## src/sart_pkg.sv

```systemverilog
// Shared types and constants for the stream ack and retransmit tracker.
package sart_pkg;

    localparam int DEF_QUEUE_DEPTH = 64;
    localparam int DEF_HANDLE_BITS = 16;

    typedef enum logic [3:0] {
        CMD_START    = 4'd0,
        CMD_ENQUEUE  = 4'd1,
        CMD_ACK      = 4'd2,
        CMD_RESUMED  = 4'd3,
        CMD_RESEND   = 4'd4,
        CMD_HANDLED  = 4'd5,
        CMD_INCOMING = 4'd6,
        CMD_REQUEST  = 4'd7,
        CMD_RESPOND  = 4'd8,
        CMD_TAKE     = 4'd9,
        CMD_TICK     = 4'd10
    } t_cmd;

    typedef struct packed {
        logic [6:0]  queue_length;
        logic [15:0] resend_handle;
        logic        resend_valid;
        logic        request_emitted;
        logic        timer_refreshed;
        logic [31:0] count_value;
        logic [15:0] elapsed_seconds;
        logic        session_started;
        logic        session_resumed;
        logic        queue_overflow;
        logic        awaiting_ack;
    } t_result;

endpackage

```

## src/sart_ring.sv

```systemverilog
// Pending handle ring storage: one write port, one registered read port with write bypass.
module sart_ring #(
    parameter int DEPTH = 64,
    parameter int WIDTH = 16
) (
    input  logic                     i_clk,
    input  logic                     i_we,
    input  logic [$clog2(DEPTH)-1:0] i_waddr,
    input  logic [WIDTH-1:0]         i_wdata,
    input  logic [$clog2(DEPTH)-1:0] i_raddr,
    output logic [WIDTH-1:0]         o_rdata
);

    logic [WIDTH-1:0] r_mem [DEPTH];
    logic [WIDTH-1:0] r_rdata;

    always_ff @(posedge i_clk) begin
        if (i_we) begin
            r_mem[i_waddr] <= i_wdata;
        end
        // pass a word written this cycle straight to the read register
        if (i_we && (i_waddr == i_raddr)) begin
            r_rdata <= i_wdata;
        end else begin
            r_rdata <= r_mem[i_raddr];
        end
    end

    assign o_rdata = r_rdata;

endmodule

```

## src/sart_core.sv

```systemverilog
// Tracker state and the single-pass update for one command word.
module sart_core
    import sart_pkg::*;
#(
    parameter int QUEUE_DEPTH = DEF_QUEUE_DEPTH,
    parameter int HANDLE_BITS = DEF_HANDLE_BITS
) (
    input  logic        i_clk,
    input  logic        i_rst_n,
    input  logic        i_proc,
    input  t_cmd        i_cmd,
    input  logic [15:0] i_handle,
    input  logic [31:0] i_peer,
    output t_result     o_res
);

    localparam int PTR_W  = $clog2(QUEUE_DEPTH);
    localparam int CNT_W  = $clog2(QUEUE_DEPTH + 1);
    localparam int SUM_W  = CNT_W + 1;
    localparam int HW_MAX = (HANDLE_BITS > 16) ? HANDLE_BITS : 16;
    localparam logic [SUM_W-1:0] DEPTH_S = SUM_W'(QUEUE_DEPTH);
    localparam logic [CNT_W-1:0] DEPTH_C = CNT_W'(QUEUE_DEPTH);

    function automatic logic [PTR_W-1:0] slot_of(input logic [SUM_W-1:0] s);
        logic [SUM_W-1:0] w;
        w = (s >= DEPTH_S) ? (s - DEPTH_S) : s;
        return w[PTR_W-1:0];
    endfunction

    logic [PTR_W-1:0] r_head, n_head;
    logic [CNT_W-1:0] r_count, n_count;
    logic [CNT_W-1:0] r_resend, n_resend;
    logic [31:0]      r_server, n_server;
    logic [31:0]      r_recv, n_recv;
    logic [31:0]      r_tally, n_tally;
    logic             r_started, n_started;
    logic             r_resumed, n_resumed;
    logic             r_awaiting, n_awaiting;
    logic [31:0]      r_now, n_now;
    logic [31:0]      r_mark, n_mark;
    logic             r_mark_valid, n_mark_valid;

    logic                   we;
    logic [PTR_W-1:0]       waddr;
    logic [PTR_W-1:0]       raddr;
    logic [HANDLE_BITS-1:0] wdata;
    logic [HANDLE_BITS-1:0] rd_data;
    logic [HW_MAX-1:0]      wide_in;
    logic [HW_MAX-1:0]      wide_rd;
    logic [31:0]            gap;
    logic [CNT_W-1:0]       drop;
    logic [31:0]            delta;

    sart_ring #(
        .DEPTH (QUEUE_DEPTH),
        .WIDTH (HANDLE_BITS)
    ) u_ring (
        .i_clk   (i_clk),
        .i_we    (we),
        .i_waddr (waddr),
        .i_wdata (wdata),
        .i_raddr (raddr),
        .o_rdata (rd_data)
    );

    always_comb begin
        wide_in = HW_MAX'(i_handle);
        wdata   = wide_in[HANDLE_BITS-1:0];
        wide_rd = HW_MAX'(rd_data);
        waddr   = slot_of(SUM_W'(r_head) + SUM_W'(r_count));
        we      = 1'b0;

        gap  = i_peer - r_server;
        drop = (gap < 32'(r_count)) ? gap[CNT_W-1:0] : r_count;

        n_head       = r_head;
        n_count      = r_count;
        n_resend     = r_resend;
        n_server     = r_server;
        n_recv       = r_recv;
        n_tally      = r_tally;
        n_started    = r_started;
        n_resumed    = r_resumed;
        n_awaiting   = r_awaiting;
        n_now        = r_now;
        n_mark       = r_mark;
        n_mark_valid = r_mark_valid;

        o_res = '0;

        if (i_proc) begin
            case (i_cmd)
                CMD_START: begin
                    n_resumed    = 1'b0;
                    n_awaiting   = 1'b0;
                    n_resend     = '0;
                    n_tally      = '0;
                    n_mark_valid = 1'b0;
                    n_started    = 1'b1;
                end
                CMD_ENQUEUE: begin
                    if (r_count >= DEPTH_C) begin
                        o_res.queue_overflow = 1'b1;
                    end else begin
                        we      = 1'b1;
                        n_count = r_count + CNT_W'(1);
                    end
                end
                CMD_ACK, CMD_RESUMED: begin
                    if (i_cmd == CMD_RESUMED) begin
                        n_resumed = 1'b1;
                        n_resend  = '0;
                    end
                    // drop acknowledged words from the head
                    n_awaiting   = 1'b0;
                    n_mark       = r_now;
                    n_mark_valid = 1'b1;
                    n_head       = slot_of(SUM_W'(r_head) + SUM_W'(drop));
                    n_count      = r_count - drop;
                    n_server     = r_server + 32'(drop);
                    n_tally      = r_tally + 32'(drop);
                end
                CMD_RESEND: begin
                    if (r_resend < r_count) begin
                        o_res.resend_handle = wide_rd[15:0];
                        o_res.resend_valid  = 1'b1;
                        n_resend            = r_resend + CNT_W'(1);
                    end
                end
                CMD_HANDLED: begin
                    n_recv = r_recv + 32'd1;
                end
                CMD_INCOMING: begin
                    if (r_awaiting) begin
                        n_mark                = r_now;
                        n_mark_valid          = 1'b1;
                        o_res.timer_refreshed = 1'b1;
                    end
                end
                CMD_REQUEST: begin
                    if (!r_awaiting) begin
                        n_awaiting            = 1'b1;
                        n_mark                = r_now;
                        n_mark_valid          = 1'b1;
                        o_res.request_emitted = 1'b1;
                    end
                end
                CMD_RESPOND: begin
                    o_res.count_value = r_recv;
                end
                CMD_TAKE: begin
                    o_res.count_value = r_tally;
                    n_tally           = '0;
                end
                CMD_TICK: begin
                    n_now = r_now + 32'd1;
                end
                default: begin
                end
            endcase
        end

        delta = n_now - n_mark;
        if (n_mark_valid) begin
            o_res.elapsed_seconds = (delta > 32'h0000_FFFF) ? 16'hFFFF : delta[15:0];
        end
        o_res.queue_length    = 7'(n_count);
        o_res.session_started = n_started;
        o_res.session_resumed = n_resumed;
        o_res.awaiting_ack    = n_awaiting;

        // prefetch the word the next resend would return
        raddr = slot_of(SUM_W'(n_head) + SUM_W'(n_resend));
    end

    always_ff @(posedge i_clk) begin
        if (!i_rst_n) begin
            r_head       <= '0;
            r_count      <= '0;
            r_resend     <= '0;
            r_server     <= '0;
            r_recv       <= '0;
            r_tally      <= '0;
            r_started    <= 1'b0;
            r_resumed    <= 1'b0;
            r_awaiting   <= 1'b0;
            r_now        <= '0;
            r_mark       <= '0;
            r_mark_valid <= 1'b0;
        end else begin
            r_head       <= n_head;
            r_count      <= n_count;
            r_resend     <= n_resend;
            r_server     <= n_server;
            r_recv       <= n_recv;
            r_tally      <= n_tally;
            r_started    <= n_started;
            r_resumed    <= n_resumed;
            r_awaiting   <= n_awaiting;
            r_now        <= n_now;
            r_mark       <= n_mark;
            r_mark_valid <= n_mark_valid;
        end
    end

    a_count_bound: assert property (@(posedge i_clk) disable iff (!i_rst_n)
        r_count <= DEPTH_C)
        else $error("ring count above depth");

    a_overflow_full: assert property (@(posedge i_clk) disable iff (!i_rst_n)
        o_res.queue_overflow |-> (i_proc && (r_count == DEPTH_C)))
        else $error("overflow flagged with room in ring");

    a_resend_step: assert property (@(posedge i_clk) disable iff (!i_rst_n)
        (i_proc && (i_cmd == CMD_RESEND) && (r_resend < r_count))
            |=> (r_resend == ($past(r_resend) + CNT_W'(1))))
        else $error("resend pointer did not advance");

    a_ack_clears: assert property (@(posedge i_clk) disable iff (!i_rst_n)
        (i_proc && ((i_cmd == CMD_ACK) || (i_cmd == CMD_RESUMED)))
            |=> (!r_awaiting && r_mark_valid))
        else $error("ack left request outstanding");

endmodule

```

## src/stream_ack_retransmit_tracker.sv

```systemverilog
// Top level: input register, tracker core and result register with valid/stall handshake.
// Words pass through the input register, then the core, then the result register.
// Throughput: one word per cycle; a stalled result holds the core, then the input register.
// The resend word is prefetched from the ring's registered read port every cycle.
// Reset (synchronous, active low) clears counters, flags, pointers and both valid bits.
// Ring contents are not cleared; a resend only returns an entry after it has been written.
module stream_ack_retransmit_tracker
    import sart_pkg::*;
#(
    parameter int QUEUE_DEPTH = DEF_QUEUE_DEPTH,
    parameter int HANDLE_BITS = DEF_HANDLE_BITS
) (
    input  logic        i_clk,
    input  logic        i_rst_n,
    input  logic        i_in_valid,
    output logic        o_in_stall,
    input  logic [3:0]  i_cmd,
    input  logic [15:0] i_item_handle,
    input  logic [31:0] i_peer_handled_count,
    output logic        o_out_valid,
    input  logic        i_out_stall,
    output logic [6:0]  o_queue_length,
    output logic [15:0] o_resend_handle,
    output logic        o_resend_valid,
    output logic        o_request_emitted,
    output logic        o_timer_refreshed,
    output logic [31:0] o_count_value,
    output logic [15:0] o_elapsed_seconds,
    output logic        o_session_started,
    output logic        o_session_resumed,
    output logic        o_queue_overflow,
    output logic        o_awaiting_ack
);

    logic        r_in_valid;
    logic [3:0]  r_cmd;
    logic [15:0] r_handle;
    logic [31:0] r_peer;
    logic        r_out_valid;
    t_result     r_res;
    t_result     res;
    logic        advance;
    logic        proc;
    logic        load_in;

    assign advance    = !r_out_valid || !i_out_stall;
    assign proc       = r_in_valid && advance;
    // fill an empty input register even while the result is held
    assign load_in    = !r_in_valid || advance;
    assign o_in_stall = r_in_valid && !advance;

    sart_core #(
        .QUEUE_DEPTH (QUEUE_DEPTH),
        .HANDLE_BITS (HANDLE_BITS)
    ) u_core (
        .i_clk    (i_clk),
        .i_rst_n  (i_rst_n),
        .i_proc   (proc),
        .i_cmd    (t_cmd'(r_cmd)),
        .i_handle (r_handle),
        .i_peer   (r_peer),
        .o_res    (res)
    );

    always_ff @(posedge i_clk) begin
        if (!i_rst_n) begin
            r_in_valid  <= 1'b0;
            r_out_valid <= 1'b0;
        end else begin
            if (load_in) begin
                r_in_valid <= i_in_valid;
            end
            if (advance) begin
                r_out_valid <= r_in_valid;
            end
        end
    end

    always_ff @(posedge i_clk) begin
        if (load_in) begin
            r_cmd    <= i_cmd;
            r_handle <= i_item_handle;
            r_peer   <= i_peer_handled_count;
        end
        if (proc) begin
            r_res <= res;
        end
    end

    assign o_out_valid       = r_out_valid;
    assign o_queue_length    = r_res.queue_length;
    assign o_resend_handle   = r_res.resend_handle;
    assign o_resend_valid    = r_res.resend_valid;
    assign o_request_emitted = r_res.request_emitted;
    assign o_timer_refreshed = r_res.timer_refreshed;
    assign o_count_value     = r_res.count_value;
    assign o_elapsed_seconds = r_res.elapsed_seconds;
    assign o_session_started = r_res.session_started;
    assign o_session_resumed = r_res.session_resumed;
    assign o_queue_overflow  = r_res.queue_overflow;
    assign o_awaiting_ack    = r_res.awaiting_ack;

    a_stall_holds_word: assert property (@(posedge i_clk) disable iff (!i_rst_n)
        o_in_stall |-> (r_in_valid && r_out_valid))
        else $error("input stalled without a waiting result");

    a_result_follows: assert property (@(posedge i_clk) disable iff (!i_rst_n)
        proc |=> r_out_valid)
        else $error("processed word produced no result");

    a_no_result_from_idle: assert property (@(posedge i_clk) disable iff (!i_rst_n)
        (advance && !r_in_valid) |=> !r_out_valid)
        else $error("result without a processed word");

endmodule

```

## config.mk

```make
export PLATFORM = sky130hd
export DESIGN_NAME = stream_ack_retransmit_tracker
export DESIGN_NICKNAME = d
export VERILOG_FILES = /design/src/sart_pkg.sv /design/src/sart_ring.sv /design/src/sart_core.sv /design/src/stream_ack_retransmit_tracker.sv
export SDC_FILE = /design/constraint.sdc
export NUM_CORES = 2
export LEC_CHECK = 0
export BUFFER_PORTS_ARGS = -buffer_cell sky130_fd_sc_hd__buf_2
export CORE_UTILIZATION = 62
export DETAILED_ROUTE_END_ITERATION = 16
export PLACE_DENSITY = 0.79
export SYNTH_ARGS = -nofsm -noshare
export SYNTH_HDL_FRONTEND = slang
export SYNTH_SLANG_ARGS = --single-unit
```

## constraint.sdc

```tcl
create_clock -name i_clk -period 8.22 [get_ports i_clk]
set_input_delay 0.411 -clock i_clk [delete_from_list [all_inputs] [get_ports i_clk]]
set_output_delay 0.411 -clock i_clk [all_outputs]
set_load 0.02 [all_outputs]
```

# --- Yosys cells after proc, flatten, opt, wreduce, memory -nomap -nowiden ---
# Memories as Yosys holds them, arrays and structs flattened. A register that Yosys moved wholly into a read port is not among the register bits.
# Index checks and enable logic that the tools add are counted.
totals:
  register_bits: 316
  ram_bits: 1024
  inputBits: 56
  out_inout_bits: 80
  wordCells: 120
  n_memories: 1
classes:
  add_sub_neg: 15
  order_cmp: 7
  eq_ne: 10
  mux: 42
  reduce_logical: 17
memory_table:
  columns: ["memory", "depth", "width", "read_ports", "rd_clocked_by_memory_dff", "write_ports", "line", "rtl"]
  rows:
  - ["u_core.u_ring.r_mem", 64, 16, 1, 1, 1, "sart_ring.sv:14", "logic [WIDTH-1:0] r_mem [DEPTH];"]
op_table:
  columns: ["cell", "count"]
  rows:
  - ["$mux 32", 5]
  - ["$pmux 32 s2", 2]
  - ["$pmux 32 s3", 1]
  - ["$add 32x1->32 const B", 2]
  - ["$add 32x7->32", 2]
  - ["$sub 32x32->32", 2]
  - ["$mux 7", 6]
  - ["$gt 32x16->1 const B", 1]
  - ["$lt 32x7->1", 1]
  - ["$mux 6", 5]
  - ["$add 6x7->8", 3]
  - ["$ge 8x7->1 const B", 3]
  - ["$pmux 7 s3", 1]
  - ["$sub 6x1->6 const B", 3]
  - ["$mux 1", 17]
  - ["$eq 4x3->1 const B", 4]
  - ["$mux 16", 1]
  - ["$add 7x1->7 const B", 2]
  - ["$pmux 7 s2", 1]
  - ["$eq 4x4->1 const B", 3]
  - ["$eq 4x2->1 const B", 2]
  - ["$reduce_and 2->1", 4]
  - ["$ge 7x7->1 const B", 1]
  - ["$lt 7x7->1", 1]
  - ["11 further kinds", 18]

# --- Longest topological paths before layout ---
logic_depth:
  word_depth: 11
  depth_mapped: 35
  depth_no_buf: 33

# --- Modules after synthesis ---
# From an unflattened synthesis, not the netlist that was laid out.
unflattened:
  cells_unflattened: 3720
  hier_area_um2: 57692.8
modules_own_cells:
  columns: ["module", "instances", "cells_each", "area_per_inst_um2", "seq_area_each_um2"]
  rows:
  - ["sart_ring", 1, 1819, 39842.0, 30869.6]
  - ["sart_core", 1, 1763, 13865.8, 3683.5]
  - ["stream_ack_retransmit_tracker", 1, 138, 3985.1, 3943.8]

# --- Worst setup path before layout ---
# Ideal clock, no wire load.
synth_path:
  path_kind: "reg-to-reg"
  startpoint: "reg r_peer[0]"
  endpoint: "reg (tool-made name)"
  setup_time_ps: 129
  t_arrival_ps: 6610
  t_required_ps: 8091
  setup_slack_ps: 1481
  path_stages_with_launch: 33
  path_buffers: 2
  synth_period_minus_slack_ps: 6739
  cell_sequence: "edfxtp_1 -> inv_1 -> ha_1 -> inv_1 -> fa_1 -> a211oi_1 -> o21ai_1 -> xor2_1 -> ha_1 -> a221oi_2 -> nand3_1 -> a2111oi_2 -> nand4_1 -> or4_1 -> nor3_2 -> nand4_1 -> nor4_2 -> buf_6 -> buf_2 -> nor2_1 -> a21oi_1 -> ha_1 -> fa_1 -> mux2i_1 -> inv_1 -> ha_1 -> a21o_1 -> a21oi_1 -> o21bai_1 -> a21oi_1 -> xor2_1 -> nor4b_1 -> nor4_1"
synth_rtl:
  columns: ["element", "line", "rtl"]
  rows:
  - ["start: declaration", "stream_ack_retransmit_tracker.sv:38", "logic [31:0] r_peer;"]
  - ["start signal: assignment", "stream_ack_retransmit_tracker.sv:83", "r_peer <= i_peer_handled_count;"]

==> results.json <==
{
  "setup.worst_path.class": "register to register",
  "cts.path.max_buffers": 3,
  "drc": 0,
  "ys_seq_elements": 1346,
  "place.gp.congestion": 0.921,
  "grt_pass1_vias": 33500,
  "ys.warnings.count": 0,
  "grtUsageTotal": 0.314,
  "vias": 33000,
  "p_leak_nw": 21.1,
  "path_buf_inv": 4,
  "yosys-top-cells-count": "edfxtp_1, mux4_2, nor2_1",
  "wl_per_cell_um": 28.9,
  "cts_buffers": 133,
  "yosysMostFrequentCell": "edfxtp_1",
  "vias_per_cell": 6.68,
  "fin_crit_ns": 7.54,
  "grt_overflow": 0,
  "dp_hpwl_mm": 84.3,
  "cp-end-kind": "register",
  "nets": 3847,
  "arrival_ns": 8.14,
  "antenna_cells": 0,
  "synthFlopType": "edfxtp_1",
  "cts_root_buf": "clkbuf_16",
  "power_density_nw_per_um2": 216,
  "yosysSeqAreaShare": 0.679,
  "finalClockSkew_ns": 0.0382,
  "setup_tns_ns": 0,
  "clock_sinks": 1346,
  "ys_top_cells_by_area": "edfxtp_1, mux4_2, dfxtp_1",
  "tritoncts": "done",
  "synthesis.nets": 3575,
  "maxSlewViolCount": 0,
  "synthDistinctLibCells": 81,
  "whs_ns": 0.302,
  "cts.clk_slew.worst_paths_ns": 0.06,
  "hold_violations": 0,
  "antenna_found_initial": 6,
  "avgSynthCellArea_um2": 16.7,
  "synth-edff-count": 1154,
  "start_kind": "register",
  "synth_top_area_frac": 0.611,
  "tightest_slew_ns": 1.40,
  "drt_iter0_markers": 4242,
  "ioPinCount": 136,
  "core_um2": 90300,
  "max_freq_ghz": 0.133,
  "h-tree-depth": 4,
  "ir_drop_uv": 208,
  "dieArea_um2": 92700,
  "maxCapViolCount": 0,
  "crit_path_max_incr_delay_ns": 0.45,
  "cp_slowest_cell": "fa_1",
  "grt_max_degree": 144,
  "status": "finished, final reports clean",
  "cp_max_fo": 19,
  "hold_path.class": "input pin to register",
  "grt_pass1_wl_mm": 214,
  "initial_core_util": 0.628,
  "cp_top_family": "compound AO/OA/AOI/OAI gates",
  "drive_above_1_share": 0.211,
  "die_w_um": 304,
  "die_h_um": 304,
  "n_fill_cell": 5352,
  "async_flop_share": 0,
  "max_slew_margin": 0.0624,
  "rsz0062_at_grt": "false",
  "synthesis.area_um2": 56700,
  "final-setup-viol-count": 0,
  "synthCells": 3397,
  "drt-total-wl_mm": 143,
  "cp_common_cell": "ha_1",
  "cp.required_ns": 8.82,
  "row_count": 110,
  "io_buffers": 135,
  "timing.final.crit_share": 0.917,
  "area_growth_syn_to_layout_pct": 12.6,
  "ant_nets": 0,
  "synth_area_leader_cell": "edfxtp_1",
  "clock_latency_ns": 0.76,
  "drt_first_pass_iters": 6
}
==> sequential cells by signal, indices dropped and copies added (netlist names), 4 cells and up, named ones only <==
register	cells
u_core.r_recv	32
u_core.u_ring.r_mem	1024
o_queue_length	7
r_handle	16
u_core.r_server	32
u_core.r_resend	6
u_core.r_head	6
u_core.r_tally	32
r_cmd	4
o_resend_handle	16
u_core.r_mark	32
o_elapsed_seconds	16
o_count_value	32
r_peer	32
u_core.r_count	7
u_core.r_now	32
==> placed cells by master, fill, tap and decap left out, types with 21 or more instances in the layout <==
master / synthesis / routed
inv_1: 79 / 78
clkinv_1: 0 / 21
a21oi_1: 124 / 124
and2_1: 63 / 63
clkbuf_1: 97 / 37
nand4_1: 31 / 31
nor3_1: 35 / 33
xor2_1: 67 / 67
a21o_1: 55 / 55
ha_1: 114 / 114
nor2_1: 274 / 257
mux4_2: 336 / 336
dlygate4sd3_1: 0 / 54
buf_2: 7 / 135
and3_1: 41 / 41
nand2_1: 156 / 156
dfxtp_1: 192 / 188
mux2i_1: 40 / 40
xnor2_1: 112 / 112
nand3_1: 66 / 65
a22o_1: 38 / 38
clkbuf_16: 0 / 140
edfxtp_1: 1154 / 1154
buf_4: 2 / 82
o21ai_0: 69 / 69
==> tightest hold or removal path: stages <==
cell,delay (ns)
buf_2,0.10
buf_4,0.29
o21a_1,0.18
==> where the power goes <==
part	switching [mW]	internal [mW]	total, mW
registers	0.0194	7.44	7.46
logic	0.273	0.111	0.383
clock network	2.60	3.38	5.97
total	2.89	10.9	13.8
==> cell families after synthesis <==
group / share of synthesized area
DFF: 0.679
and+or+nand+nor: 0.0641
AOI/OAI and AO/OA: 0.0453
muxes: 0.141
buffers and inverters: 0.0149
xor gates and xnor gates: 0.0276
adders and majority gates: 0.0280
==> layer usage <==
metal | up-vias | global-route usage | share of wire
met5 | - | 0 | 0.00016
met3 | 405 | 0.0554 | 0.093
met4 | 4 | 0.139 | 0.045
li1 | 13900 | - | -
met2 | 2139 | 0.516 | 0.49
met1 | 16600 | 0.415 | 0.37
==> metrics by stage <==
stage / cell area (um2) / worst slack [ns] / util / power [mW] / instances
4_1_cts: 63900 / 0.743 / 0.707 / 13.9 / 4950
3_3_place_gp: 59100 / 0.961 / 0.655 / 7.94 / 4656
3_5_place_dp: 59100 / 0.780 / 0.655 / 7.96 / 4656
5_1_grt: 63900 / 0.184 / 0.707 / 14.1 / 4950
2_1_floorplan: 56700 / 1.48 / - / 7.82 / 3397
6_report: 63900 / 0.682 / 0.707 / 13.8 / 4950
==> what timing repair did <==
item | in CTS | in global routing
hold buffers | 54 | 0
resized for setup | 0 | 0
hold endpoints to repair | 54 | 0
buffers inserted | 0 | 0
==> layout make-up <==
class / count / area (um2) / share of cell area
clock buffer: 180 / 3680 / 0.0576
clock inverter: 60 / 543 / 0.00850
sequential: 1346 / 38500 / 0.603
timing repair buffer: 274 / 1890 / 0.0296
inverter: 82 / 312 / 0.00488
tap: 1176 / 1470 / 0.0230
multi-input combinational: 1832 / 17500 / 0.273
==> worst paths after layout <==
path	from	to	slack (ns)	depth (start not counted)
worst min register to register	u_core.r_server[3]$_SDFFE_PN0P_	u_core.r_server[3]$_SDFFE_PN0P_	0.49	2
worst max-delay path	r_peer[0]$_DFFE_PN_	register	0.68	30
worst min-delay path	i_rst_n	r_in_valid$_SDFFE_PN0N_	0.30	3
worst max register to register	r_peer[0]$_DFFE_PN_	register	0.68	30
(Power assumes the default switching activity.)
